==> config.mk <==
export PLATFORM = sky130hd
export DESIGN_NAME = alir_ctrl
export DESIGN_NICKNAME = d
export VERILOG_FILES = /design/src/rtl/alir_pkg.sv /design/src/rtl/alir_ctrl.sv
export SDC_FILE = /design/constraint.sdc
export NUM_CORES = 1
export LEC_CHECK = 0
export BUFFER_PORTS_ARGS = -buffer_cell sky130_fd_sc_hd__buf_2
export CAP_MARGIN = 20
export CELL_PAD_IN_SITES_DETAIL_PLACEMENT = 1
export CELL_PAD_IN_SITES_GLOBAL_PLACEMENT = 1
export CORE_AREA = 2 2 39 41
export CTS_BUF_LIST = sky130_fd_sc_hd__clkbuf_4
export DETAILED_ROUTE_END_ITERATION = 7
export DIE_AREA = 0 0 41 43
export PLACE_DENSITY = 0.56
export SETUP_SLACK_MARGIN = 0.05
export SLEW_MARGIN = 20
export SYNTH_ARGS = -nofsm -noshare
export SYNTH_HDL_FRONTEND = slang
export SYNTH_SLANG_ARGS = --single-unit
==> constraint.sdc <==
create_clock -name clk -period 1.2 [get_ports clk]
set_input_delay 0.06 -clock clk [delete_from_list [all_inputs] [get_ports clk]]
set_output_delay 0.06 -clock clk [all_outputs]
set_load 0.05 [all_outputs]
==> src/rtl/alir_pkg.sv <==
`default_nettype none

package alir_pkg;

  // List capacity and widths
  localparam int DEPTH  = 64;
  localparam int ADDR_W = $clog2(DEPTH);
  localparam int CNT_W  = 7;
  localparam int POS_W  = 7;
  localparam int DATA_W = 32;
  localparam int MODE_W = 2;

  // Request modes
  localparam logic [MODE_W-1:0] MODE_READ   = 2'd0;
  localparam logic [MODE_W-1:0] MODE_WRITE  = 2'd1;
  localparam logic [MODE_W-1:0] MODE_INSERT = 2'd2;
  localparam logic [MODE_W-1:0] MODE_REMOVE = 2'd3;

  // Controller states
  typedef enum logic [2:0] {
    ST_IDLE,
    ST_EVAL,
    ST_MOVE,
    ST_FIN,
    ST_DONE
  } state_t;

  // Controller to datapath commands
  typedef struct packed {
    logic capture;
    logic setup;
    logic step;
    logic finish;
    logic load_out;
  } ctrl_cmd_t;

  // Datapath to controller status
  typedef struct packed {
    logic bad;
    logic move_done;
    logic out_free;
  } dp_status_t;

endpackage

`default_nettype wire

==> src/rtl/alir_ctrl.sv <==
`default_nettype none

module alir_ctrl import alir_pkg::*; (
  input  wire logic       clk,
  input  wire logic       rst_n,
  input  wire logic       in_valid,
  output logic            in_ready,
  input  wire dp_status_t status,
  output ctrl_cmd_t       cmd
);

  state_t state_r;
  state_t state_nxt;

  // Advance state
  always_ff @(posedge clk) begin
    if (!rst_n) begin
      state_r <= ST_IDLE;
    end else begin
      state_r <= state_nxt;
    end
  end

  // Next state
  always_comb begin
    state_nxt = state_r;
    case (state_r)
      ST_IDLE: begin
        if (in_valid) state_nxt = ST_EVAL;
      end
      ST_EVAL: begin
        state_nxt = status.bad ? ST_DONE : ST_MOVE;
      end
      ST_MOVE: begin
        if (status.move_done) state_nxt = ST_FIN;
      end
      ST_FIN: begin
        state_nxt = ST_DONE;
      end
      ST_DONE: begin
        if (status.out_free) state_nxt = ST_IDLE;
      end
      default: begin
        state_nxt = ST_IDLE;
      end
    endcase
  end

  // Drive commands
  always_comb begin
    in_ready     = 1'b0;
    cmd          = '0;
    case (state_r)
      ST_IDLE: begin
        in_ready    = 1'b1;
        cmd.capture = in_valid;
      end
      ST_EVAL: begin
        cmd.setup = 1'b1;
      end
      ST_MOVE: begin
        cmd.step = 1'b1;
      end
      ST_FIN: begin
        cmd.finish = 1'b1;
      end
      ST_DONE: begin
        cmd.load_out = status.out_free;
      end
      default: begin
        cmd = '0;
      end
    endcase
  end

endmodule

`default_nettype wire

Yosys cells after proc, flatten, opt, wreduce, memory -nomap -nowiden
Cells that the tools add are included.
{ "word_totals": {"register_bits": 3, "output_inout_bits": 6, "wordCells": 21} }
{ "classes": {"n_eq_ne": 7, "n_mux": 11, "n_reduce_logical": 2} }
{ "ops": {"columns": ["operator", "n"], "rows": [
  ["3-bit one-hot mux with 5 select lines", 1],
  ["3-bit two-way mux", 4],
  ["3-bit by 2-bit == test with 1-bit output (second input constant)", 2],
  ["1-bit two-way mux", 6],
  ["2-bit inequality test (second input constant)", 3],
  ["3-bit by 1-bit == test with 1-bit output (second input constant)", 1],
  ["3-bit == test (second input constant)", 1],
  ["3-bit logical NOT", 1],
  ["3-bit AND reduction", 1]
]} }

Depth between registers and ports, before layout
{ "depth": {"word_depth": 3, "depth_mapped": 4, "mapped_depth_nobuf": 3} }

Least setup slack after synthesis
Ideal clock, no wire load.
{ "synth_timing": {"path_type": "register -> output", "start": "register state_r[0]", "end": "output cmd[4] (netlist bit)", "arrival_time_ps": 2118, "required_time_ps": 1140, "setup_slack_ps": -978, "path_stages_with_launch": 4, "n_path_buf": 1, "cell_sequence": "dfxtp_1 -> buf_4 -> nor3_1 -> and2_1"} }
{ "synth_lines": {"columns": ["element", "line_no", "text"], "rows": [
  ["start, declared", "alir_ctrl.sv:12", "state_t state_r;"],
  ["start signal, assigned", "alir_ctrl.sv:20", "state_r <= state_nxt;"],
  ["end, declared", "alir_ctrl.sv:9", "output ctrl_cmd_t cmd"]
]} }

==> run_results.csv <==
group,metric,value,unit
worst_setup_path,cp.required,1140,ps
worst_setup_path,worstSetupPathType,"reg -> out",
clock_network,cts_tree,"yes",
worst_setup_path,critPathArrivalTime,1090,ps
worst_setup_path,cp_max_fo,5,
pwr,leakagePower,0.000183,uW
logic_synthesis,synth_compound_area_frac,0.189,
worst_setup_path,startpoint_type,"register",
pwr,p_per_area,1390,nW/um2
clock_network,cts_hold_buf,0,
global_route,grt_max_degree,9,
finish,final_nets,51,
finish,top_regs,"state_r (3)",
logic_synthesis,synth-adder-area-share,0,
logic_synthesis,synthXorXnorAreaFrac,0,
logic_synthesis,synthCells,29,
drt,drtIter0Drc,2,
worst_hold_path,worstHoldPathType,"in -> reg",
logic_synthesis,seq_area_frac_synth,0.245,
logic_synthesis,ys_warn_count,0,
worst_setup_path,end_kind,"output pin",
drt,vias,254,
drt,drc,0,
clock_network,clkSinkCount,3,
global_route,grt_pass1_vias,281,
pwr,ir_drop,447,uV
timing,finalSetupViolCount,0,
floorplanning,die_h,43,um
global_route,grt_usage,0.106,
timing,slew_viol_final,0,
logic_synthesis,synth_fp_nets,35,
worst_setup_path,rrSetupSlack,160,ps
clock_network,htreeDepth,1,
logic_synthesis,ys_ff_latch,3,
clock_network,clk_pin_slew,40,ps
place,place_ws,79.8,ps
floorplanning,io_pins,12,
floorplanning,die_area,1760,um2
logic_synthesis,syn-mean-instance-area,8.46,um2
clock_network,cts_root_buf,"clkbuf_4",
finish,num_antenna_cells,0,
floorplanning,rows,14,
clock_network,clock_latency,240,ps
drt,drt-wirelength-per-cell,10.9,um
floorplanning,initial_core_util,0.177,
place,place_congestion,0.721,
timing,grt_setup_unrepaired,"yes",
place,dp_hpwl,507,um
timing,setup_ws,46.8,ps
logic_synthesis,yosys.cell_types.count,19,
drt,route.antenna.remaining_nets,0,
timing,maxSlewHeadroom,0.837,
timing,min_period,1150,ps
logic_synthesis,synth_top_family_by_area,"simple AND/OR/NAND/NOR gates",
logic_synthesis,synthMuxAreaShare,0.102,
drt,wl,651,um
job,max_cap_viol_count,0,
floorplanning,design.core.area,1380,um2
finish,regMostFlops,"state_r",
logic_synthesis,synth_area,245,um2
finish,fillers,172,
logic_synthesis,synth-simple-area-share,0.311,
drt,dr.pass1.iters,3,
global_route,grt_pass1_wl,1.19,mm
timing,finalHoldViolCount,0,
finish,final_cells,60,
global_route,grt-ovfl-total,0,
place,port_buffers,11,
drt,vias_per_cell,4.23,
clock_network,clockBufferDepth,2,
place,place_inst,56,
clock_network,post_cts_buffers,0,
clock_network,numCtsBuffers,3,
timing,tightestPinTransition,246,ps
timing,fmax,0.867,GHz
global_route,antenna_found_initial,0,
timing,min_period_over_period,0.961,
finish,largest_reg_flops,3,
floorplanning,die_w,41,um
finish,drive_gt1_frac,0.705,
timing,fin_skew,2.26,ps
status,status,"finished clean",
finish,area_growth_syn_to_layout,83.7,%
==> metrics by stage <==
stage,util,instance area (um2),setup TNS (ps),power [uW],hold slack [ps]
floorplan,-,290,-194,332,170
global placement,0.256,354,0,371,323
detailed placement,0.256,354,0,371,326
CTS,0.312,432,0,624,67.6
global route,0.325,450,0,665,63.1
finish,0.325,450,0,627,61.4
==> logic make-up (layout without fill, tap and decap cells) <==
logic type,after synthesis,after routing
simple gates,14,14
compound gates,5,5
buf+inv,5,20
flops,3,3
mux,2,2
==> synthesized netlist by cell type <==
library cell	n	area (um2)
o21ai_0	1	5.00
nor3_1	4	20.0
a211o_1	1	8.76
dfxtp_1	3	60.1
nor3b_1	2	15.0
inv_2	1	3.75
nor2_1	2	7.51
nand2_1	2	7.51
and3_1	2	12.5
a21oi_1	1	5.00
inv_1	1	3.75
mux2i_1	1	10.0
o31ai_4	1	21.3
buf_4	1	7.51
a31oi_1	1	6.26
and2_1	1	6.26
buf_6	2	22.5
nand3b_1	1	7.51
mux2_4	1	15.0
==> layer usage <==
layer | global-route usage | vias up | part of all wire
met5 | 0 | - | 0
met4 | 0.100 | 0 | 0.040
met3 | 0.0366 | 2 | 0.052
met2 | 0.134 | 8 | 0.47
met1 | 0.129 | 111 | 0.44
li1 | - | 133 | -
==> repair_timing <==
item / 4_1_cts / 5_1_grt
gates resized for setup: 17 / 6
pin swaps: 0 / 2
endpoints found under the setup margin: 6 / 7
gates cloned: 0 / 0
==> path summary, 6_finish.rpt <==
path / startpoint / to / cells after the start
worst max-delay path: state_r[1]$_SDFFE_PN0P_ / cmd[4] / 3
worst min register to register: state_r[1]$_SDFFE_PN0P_ / state_r[2]$_SDFFE_PN0P_ / 3
worst max register to register: state_r[1]$_SDFFE_PN0P_ / state_r[2]$_SDFFE_PN0P_ / 3
worst min-delay path: rst_n / state_r[2]$_SDFFE_PN0P_ / 3
==> power by group <==
group | switching (uW) | internal, uW
clock network | 65.8 | 148
logic | 161 | 114
registers | 25.0 | 112
total | 252 | 375
==> critical path, cell delays in order, from the launching register on <==
cell	delay [ps]
dfxtp_4	360
nor3_4	180
and2_4	160
buf_8	130
==> cells in the final DEF (no fill, tap or decap), drive strengths merged <==
master and n:
a211o 1, a21oi 1, a31oi 1, and2 1, and3 2, buf 14
clkbuf 4, dfxtp 3, inv 2, mux2 1, mux2i 1, nand2 2
nand3b 1, nor2 2, nor3 4, nor3b 2, o21ai 1, o31ai 1
==> final cells by class <==
type | count | area [um2] | share of cell area
clock buffers | 4 | 30.0 | 0.0667
inverters | 2 | 10.0 | 0.0222
well taps | 16 | 20.0 | 0.0444
multi-input cells | 21 | 198 | 0.439
repair buffers | 14 | 124 | 0.275
flip-flops and latches | 3 | 68.8 | 0.153
Power figures use the tool's default switching activity.
