--- src/rtl/alir_pkg.sv ---
`default_nettype none

package alir_pkg;

  // List capacity and widths
  localparam int DEPTH  = 64;
  localparam int ADDR_W = $clog2(DEPTH);
  localparam int CNT_W  = 7;
  localparam int POS_W  = 7;
  localparam int DATA_W = 32;
  localparam int MODE_W = 2;

  // Request modes
  localparam logic [MODE_W-1:0] MODE_READ   = 2'd0;
  localparam logic [MODE_W-1:0] MODE_WRITE  = 2'd1;
  localparam logic [MODE_W-1:0] MODE_INSERT = 2'd2;
  localparam logic [MODE_W-1:0] MODE_REMOVE = 2'd3;

  // Controller states
  typedef enum logic [2:0] {
    ST_IDLE,
    ST_EVAL,
    ST_MOVE,
    ST_FIN,
    ST_DONE
  } state_t;

  // Controller to datapath commands
  typedef struct packed {
    logic capture;
    logic setup;
    logic step;
    logic finish;
    logic load_out;
  } ctrl_cmd_t;

  // Datapath to controller status
  typedef struct packed {
    logic bad;
    logic move_done;
    logic out_free;
  } dp_status_t;

endpackage

`default_nettype wire

--- src/rtl/alir_dp.sv ---
`default_nettype none

module alir_dp import alir_pkg::*; (
  input  wire logic                     clk,
  input  wire logic                     rst_n,
  input  wire ctrl_cmd_t                cmd,
  output dp_status_t                    status,
  input  wire logic [MODE_W-1:0]        in_mode,
  input  wire logic [POS_W-1:0]         in_position,
  input  wire logic signed [DATA_W-1:0] in_value,
  output logic                          out_valid,
  input  wire logic                     out_ready,
  output logic signed [DATA_W-1:0]      out_read_value,
  output logic                          out_status,
  output logic [CNT_W-1:0]              out_count,
  output logic                          out_is_empty,
  output logic                          out_is_full
);

  localparam logic [CNT_W-1:0] DEPTH_C = CNT_W'(DEPTH);

  // Element store
  logic [DATA_W-1:0] mem [DEPTH];
  logic              mem_we;
  logic [ADDR_W-1:0] mem_waddr;
  logic [DATA_W-1:0] mem_wdata;
  logic              mem_re;
  logic [ADDR_W-1:0] mem_raddr;
  logic [DATA_W-1:0] rd_q;

  // Request and list state
  logic [MODE_W-1:0] mode_r;
  logic [POS_W-1:0]  pos_r;
  logic [DATA_W-1:0] val_r;
  logic [CNT_W-1:0]  cnt_r;
  logic [CNT_W-1:0]  left_r;
  logic [ADDR_W-1:0] src_r;
  logic [ADDR_W-1:0] wsrc_r;
  logic              pend_r;
  logic              first_r;
  logic [DATA_W-1:0] res_r;
  logic              bad_r;

  // Result register
  logic                     out_valid_r;
  logic signed [DATA_W-1:0] out_value_r;
  logic                     out_status_r;
  logic [CNT_W-1:0]         out_count_r;

  logic [POS_W-1:0]  pos_m1;
  logic [ADDR_W-1:0] pos_idx;
  logic              is_insert;
  logic              keep_first;
  logic              bad;

  assign pos_m1     = pos_r - POS_W'(1);
  assign pos_idx    = pos_m1[ADDR_W-1:0];
  assign is_insert  = (mode_r == MODE_INSERT);
  assign keep_first = mode_r inside {MODE_READ, MODE_REMOVE};

  // Check the position against the current count
  always_comb begin
    if (is_insert) begin
      bad = (pos_r == '0) || (pos_m1 > cnt_r) || (cnt_r >= DEPTH_C);
    end else begin
      bad = (pos_r == '0) || (pos_r > cnt_r);
    end
  end

  assign status.bad       = bad;
  assign status.move_done = (left_r == '0) && !pend_r;
  assign status.out_free  = !out_valid_r || out_ready;

  // Memory port control
  always_comb begin
    mem_re    = cmd.step && (left_r != '0);
    mem_raddr = src_r;
    mem_we    = 1'b0;
    mem_waddr = is_insert ? wsrc_r + ADDR_W'(1) : wsrc_r - ADDR_W'(1);
    mem_wdata = rd_q;
    if (cmd.step && pend_r && !first_r) begin
      mem_we = 1'b1;
    end else if (cmd.finish && (mode_r inside {MODE_WRITE, MODE_INSERT})) begin
      mem_we    = 1'b1;
      mem_waddr = pos_idx;
      mem_wdata = val_r;
    end
  end

  always_ff @(posedge clk) begin
    if (mem_we) mem[mem_waddr] <= mem_wdata;
    if (mem_re) rd_q <= mem[mem_raddr];
  end

  // Capture request and set up the move
  always_ff @(posedge clk) begin
    if (cmd.capture) begin
      mode_r <= in_mode;
      pos_r  <= in_position;
      val_r  <= in_value;
    end
    if (cmd.setup) begin
      bad_r <= bad;
      res_r <= '0;
      case (mode_r)
        MODE_INSERT: src_r <= ADDR_W'(cnt_r - CNT_W'(1));
        default:     src_r <= pos_idx;
      endcase
    end else if (mem_re) begin
      src_r  <= is_insert ? src_r - ADDR_W'(1) : src_r + ADDR_W'(1);
      wsrc_r <= src_r;
    end
    if (cmd.step && pend_r && first_r) res_r <= rd_q;
  end

  // Control state of the move and the count
  always_ff @(posedge clk) begin
    if (!rst_n) begin
      cnt_r   <= '0;
      left_r  <= '0;
      pend_r  <= 1'b0;
      first_r <= 1'b0;
    end else begin
      if (cmd.setup) begin
        pend_r  <= 1'b0;
        first_r <= keep_first;
        case (mode_r)
          MODE_READ:   left_r <= CNT_W'(1);
          MODE_WRITE:  left_r <= '0;
          default:     left_r <= cnt_r - pos_m1;
        endcase
      end else if (cmd.step) begin
        pend_r <= mem_re;
        if (mem_re) left_r <= left_r - CNT_W'(1);
        if (pend_r) first_r <= 1'b0;
      end
      if (cmd.finish) begin
        case (mode_r)
          MODE_INSERT: cnt_r <= cnt_r + CNT_W'(1);
          MODE_REMOVE: cnt_r <= cnt_r - CNT_W'(1);
          default:     cnt_r <= cnt_r;
        endcase
      end
    end
  end

  // Hold result until taken
  always_ff @(posedge clk) begin
    if (!rst_n) begin
      out_valid_r <= 1'b0;
    end else if (cmd.load_out) begin
      out_valid_r <= 1'b1;
    end else if (out_ready) begin
      out_valid_r <= 1'b0;
    end
  end

  always_ff @(posedge clk) begin
    if (cmd.load_out) begin
      out_value_r  <= $signed(res_r);
      out_status_r <= bad_r;
      out_count_r  <= cnt_r;
    end
  end

  assign out_valid      = out_valid_r;
  assign out_read_value = out_value_r;
  assign out_status     = out_status_r;
  assign out_count      = out_count_r;
  assign out_is_empty   = (out_count_r == '0);
  assign out_is_full    = (out_count_r == DEPTH_C);

endmodule

`default_nettype wire

--- config.mk ---
export PLATFORM = sky130hd
export DESIGN_NAME = alir_dp
export DESIGN_NICKNAME = d
export VERILOG_FILES = /design/src/rtl/alir_pkg.sv /design/src/rtl/alir_dp.sv
export SDC_FILE = /design/constraint.sdc
export NUM_CORES = 2
export LEC_CHECK = 0
export BUFFER_PORTS_ARGS = -buffer_cell sky130_fd_sc_hd__buf_2
export CAP_MARGIN = 20
export CORE_MARGIN = 3
export CORE_UTILIZATION = 40
export CTS_CLUSTER_SIZE = 20
export DETAILED_ROUTE_END_ITERATION = 16
export PLACE_DENSITY_LB_ADDON = 0.25
export SLEW_MARGIN = 30
export SYNTH_ARGS = -nofsm -noshare
export SYNTH_HDL_FRONTEND = slang
export SYNTH_SLANG_ARGS = --single-unit
--- constraint.sdc ---
create_clock -name clk -period 4.15 [get_ports clk]
set_input_delay 0.83 -clock clk [delete_from_list [all_inputs] [get_ports clk]]
set_output_delay 0.83 -clock clk [all_outputs]
set_load 0.02 [all_outputs]
### After elaboration in Yosys (flattened, before gate mapping)

Memory sizes are Yosys's and may differ from the RTL's. A register that Yosys moved wholly into a read port is not among the register bits.
Index checks and enable logic that the tools add are counted.
W data, S select, Z words.

* add/sub/neg operators: 9
* magnitude comparators: 3
* equality and inequality tests: 4
* mux-type cells: 26
* bitwise gates (word level): 2
* reduce and logical (&&, ||, !) cells: 31

Operator list (count)
* $mux W32: 4
* $mux W6: 7
* $pmux W7 S2: 2
* $logic_not A7 Y1: 3
* $mux W7: 3
* $sub A7 B1 Y7 const B: 3
* $reduce_bool A2 Y1: 8
* $gt A7 B7 Y1: 2
* $add A6 B1 Y6 const B: 2
* $sub A6 B1 Y6 const B: 2
* $mux W1: 10
* $reduce_and A2 Y1: 4
* $add A7 B1 Y7 const B: 1
* $eq A7 B7 Y1 const B: 1
* $ge A7 B7 Y1 const B: 1
* $reduce_bool A7 Y1: 1
* $sub A7 B7 Y7: 1
* $logic_and A1 B1 Y1: 6
* $eq A2 B2 Y1 const B: 2
* $logic_or A1 B1 Y1: 4
* $logic_not A1 Y1: 3
* $eq A2 B1 Y1 const B: 1
* $logic_not A2 Y1: 1
* $not A1 Y1: 2
* $reduce_or A2 Y1: 1

* flip-flop bits (word level): 143
* memory bits (writable): 2048
* bits of input ports: 49
* output and inout port bits: 46
* logic and storage cells: 91
* memories kept: 1

Memory list
* mem: words 64, width 32, rd ports 1, clocked after memory_dff 1, wr ports 1, line alir_dp.sv:23 `logic [DATA_W-1:0] mem [DEPTH];`

### Logic depth before layout (Yosys ltp)

* word-level depth: 7
* mapped depth: 12
* mapped depth without buffers: 12

### Least setup slack after synthesis

No wires, ideal clock.

* path kind: register to register
* start point: reg mode_r[0]
* end point: mem mem[50][0], enable pin
* library setup time: 0.421 ns
* arrival: 3.822 ns
* required time: 3.729 ns
* setup slack: -0.093 ns
* cell stages (with the launch flop): 12
* path buffers: 0
* clock period less this slack: 4.243 ns
* cell sequence: edfxtp_1 > inv_1 > ha_1 > inv_1 > ha_1 > a21oi_1 > a21boi_0 > o21ai_0 > a21oi_1 > o31ai_1 > nand2_1 > nor2_1

* longest elaborated chain between the ends: 7
* elaborated cells between the ends (all ways): 11
* classes of those cells: 2 x eq/ne; 7 x mux; 2 x reduce/logical

Ends and longest elaborated chain
* from (decl): line alir_dp.sv:32 `logic [MODE_W-1:0] mode_r;`
* from (signal assigned): line alir_dp.sv:98 `mode_r <= in_mode;`
* $eq A2 B1 Y1 / $eq A2 B2 Y1 (equally long branches): line alir_dp.sv:83, alir_dp.sv:58
* $reduce_bool A2 Y1: line alir_dp.sv:83 `end else if (cmd.finish && (mode_r inside {MODE_WRITE, MODE_INSERT})) begin`
* $logic_and A1 B1 Y1: line alir_dp.sv:83
* $mux W1: line alir_dp.sv:83
* $mux W1: line alir_dp.sv:81 `if (cmd.step && pend_r && !first_r) begin`
* $mux W1: line alir_dp.sv:91 `if (mem_we) mem[mem_waddr] <= mem_wdata;`
* $mux W1 (not written as such): line alir_dp.sv:91
* to (decl): line alir_dp.sv:23

Several ways; a longest one is shown, not always the timed one.

==> reports/metrics.yaml <==
synth-seq-cells: 2223
grt_max_degree: 76
crit_arrival_ns: 3.26
dr_wl_met3_mm: 13.2
first_pass_iters: 5
cts_buffers: 218
synthCells: 3626
netlist_area_um2: 85500
setup_violations: 0
antenna_found_initial: 10
cp-start-kind: "flop"
min_period_ns: 4.09
critPathSlowestCell: "or4_4"
crit_chain: "buf_4, or4_4, and2_4, o31ai_4, a21boi_2, a2111oi_4, nor3_2, a22oi_2, buf_6"
pre_cts_ws_ns: 0.0953
highest_layer: "met4"
grt_usage: 0.192
grt_pass1_vias: 40600
slowest_delay_ns: 0.46
clk_pin_slew_ns: 0.06
drt-initial-drc-count: 4138
clk_path_buf_depth: 3
synth.area.top_cells: "edfxtp_1, mux4_2, nand2_1"
finalWorstSetupSlack_ns: 0.0645
fin_skew_ns: 0.0339
die_y_um: 468
cts_tree: "built"
crit_required_ns: 3.32
irDropWorstVdd_mv: 0.463
finalCritPeriodShare: 0.984
critPathCaptureType: "output pin"
path_buf_inv: 2
synth_cell_type_count: 58
drc_errors: 0
regArea_um2: 66600
routed_via_density: 5.63
cap_violations: 0
die_x_um: 468
synth_edf_count: 2206
synth_top_area_frac: 0.775
yosysSeqAreaShare: 0.779
synth.avg_cell_area_um2: 23.6
ys_warn_count: 0
htree_levels: 4
hp-class: "in -> reg"
max_slew_margin: 0.341
syn_nets: 3709
routed_wl_mm: 208
gp_congestion: 0.847
post-route-util: 0.467
ios: 95
die-area_um2: 219000
layout.cells.non_filler: 7036
drtAntennaViolNets: 0
start_util: 0.403
postPlaceCellArea_um2: 91900
multi_input_area_um2: 18600
synth_flop_cell: "edfxtp_1"
post_drt_wl_per_cell_um: 29.6
num_rows: 169
status: "finished clean"
portBuffers: 94
dp_hpwl_mm: 124
post-route-cell-area_um2: 99200
max_freq_mhz: 245
power_density_nw_per_um2: 579
cp_top_family: "compound AO/OA/AOI/OAI gates"
path_max_fanout: 5
m1WireLength_mm: 90.2
area_growth_pct: 16.1
grt_pass1_wl_mm: 303
wl_met2_mm: 102
layout-drive-gt1-share: 0.338
worst_pin_slew_ns: 0.987
synthArstFlopShare: 0
grt_overflow: 0
synth_most_common_cell: "edfxtp_1"
vias: 39600
clock-sinks: 2223
fin_nets: 4113
rsz0062_at_grt: "yes"
synth_common_cells: "edfxtp_1, mux4_2, nand2_1, clkbuf_1, nor2_1"
dp_cells: 6599
hold_viol: 0
root_buffer: "clkbuf_16"
worstSkewPairLatency_ns: 0.84
leakage_nw: 31.2
cts_hold_buffers: 0
finalPower_mw: 57.4
yosys.area.top_type: "edfxtp_1"
crit_type: "reg -> out"
nFillCells: 17300
slew_viol_final: 0
core_area_um2: 212000
[layout make-up]
cell class	count	area share
antenna	4	0.000101
inverter	30	0.00113
timing repair buffer	364	0.0362
clock inverter	124	0.0103
sequential	2223	0.671
clock buffer	277	0.0582
tap	2821	0.0356
multi-input combinational	1193	0.188
[logic make-up (layout without fill, tap and decap cells)]
family / Yosys count / after routing / share of synthesized area
buffers and inverters: 212 / 795 / 0.0111
adder cells (fa/ha/maj): 36 / 36 / 0.00548
XOR/XNOR: 25 / 25 / 0.00256
other: 0 / 4 / 0
AO/OA/AOI/OAI: 127 / 127 / 0.00999
multiplexers: 665 / 665 / 0.174
flip-flops: 2223 / 2223 / 0.779
AND/OR/NAND/NOR: 338 / 340 / 0.0179
[final timing paths]
| path | from | end | slack (ns) | cells past startpoint |
|---|---|---|---|---|
| worst max register to register | mode_r[0]$_DFFE_PP_ | mem[60][20]$_DFFE_PP_ | 0.26 | 14 |
| worst max-delay path | pos_r[0]$_DFFE_PP_ | status[2] | 0.06 | 9 |
| worst min-delay path | in_value[24] | val_r[24]$_DFFE_PP_ | 0.16 | 1 |
| worst min register to register | res_r[5]$_SDFFCE_PN0P_ | out_read_value[5]$_DFFE_PP_ | 0.42 | 0 |
[flip-flops by register name, summed over array words and instances, names as in the netlist, 2 cells and up]
name / cells
mem: 2048
out_read_value: 32
rd_q: 32
res_r: 32
val_r: 32
cnt_r: 7
left_r: 7
out_count: 7
pos_r: 7
mem_raddr: 6
wsrc_r: 6
mode_r: 2
[timing repair]
| item | in CTS | in global routing |
|---|---|---|
| resized for setup | 15 | 12 |
| gates cloned | 0 | 2 |
| buffers inserted | 10 | 19 |
| hold endpoints to repair | 0 | 0 |
| pin swaps | 8 | 14 |
| endpoints found under the setup margin | 1 | 118 |
[placed cells by master (no fill, tap or decap), types with 25 or more instances in the layout]
master     count
edfxtp_1    2206
mux4_2       655
clkbuf_16    222
buf_4        184
nand2_1      119
buf_2         93
buf_12        84
nor2_4        65
clkinv_1      59
clkbuf_1      54
and2_1        38
clkinv_2      35
a21oi_1       29
ha_1          27
inv_1         25
[power by group]
group          internal, mW  switching (mW)
clock network          10.6            8.21
registers              27.3           0.331
logic                  4.09            6.89
[metal layers]
| metal | GRT usage | vias to the layer above |
|---|---|---|
| li1 | - | 16300 |
| met1 | 0.279 | 21700 |
| met2 | 0.308 | 1381 |
| met3 | 0.0323 | 244 |
| met4 | 0.0403 | 0 |
| met5 | 0 | - |
[stage by stage]
stage	hold slack (ns)	TNS, ns
floorplan	0.400	-87.13
finish	0.162	0
global placement	0.401	0
detailed placement	0.406	0
CTS	0.0928	0
global route	0.117	-0.0565
(Power assumes the default switching activity.)
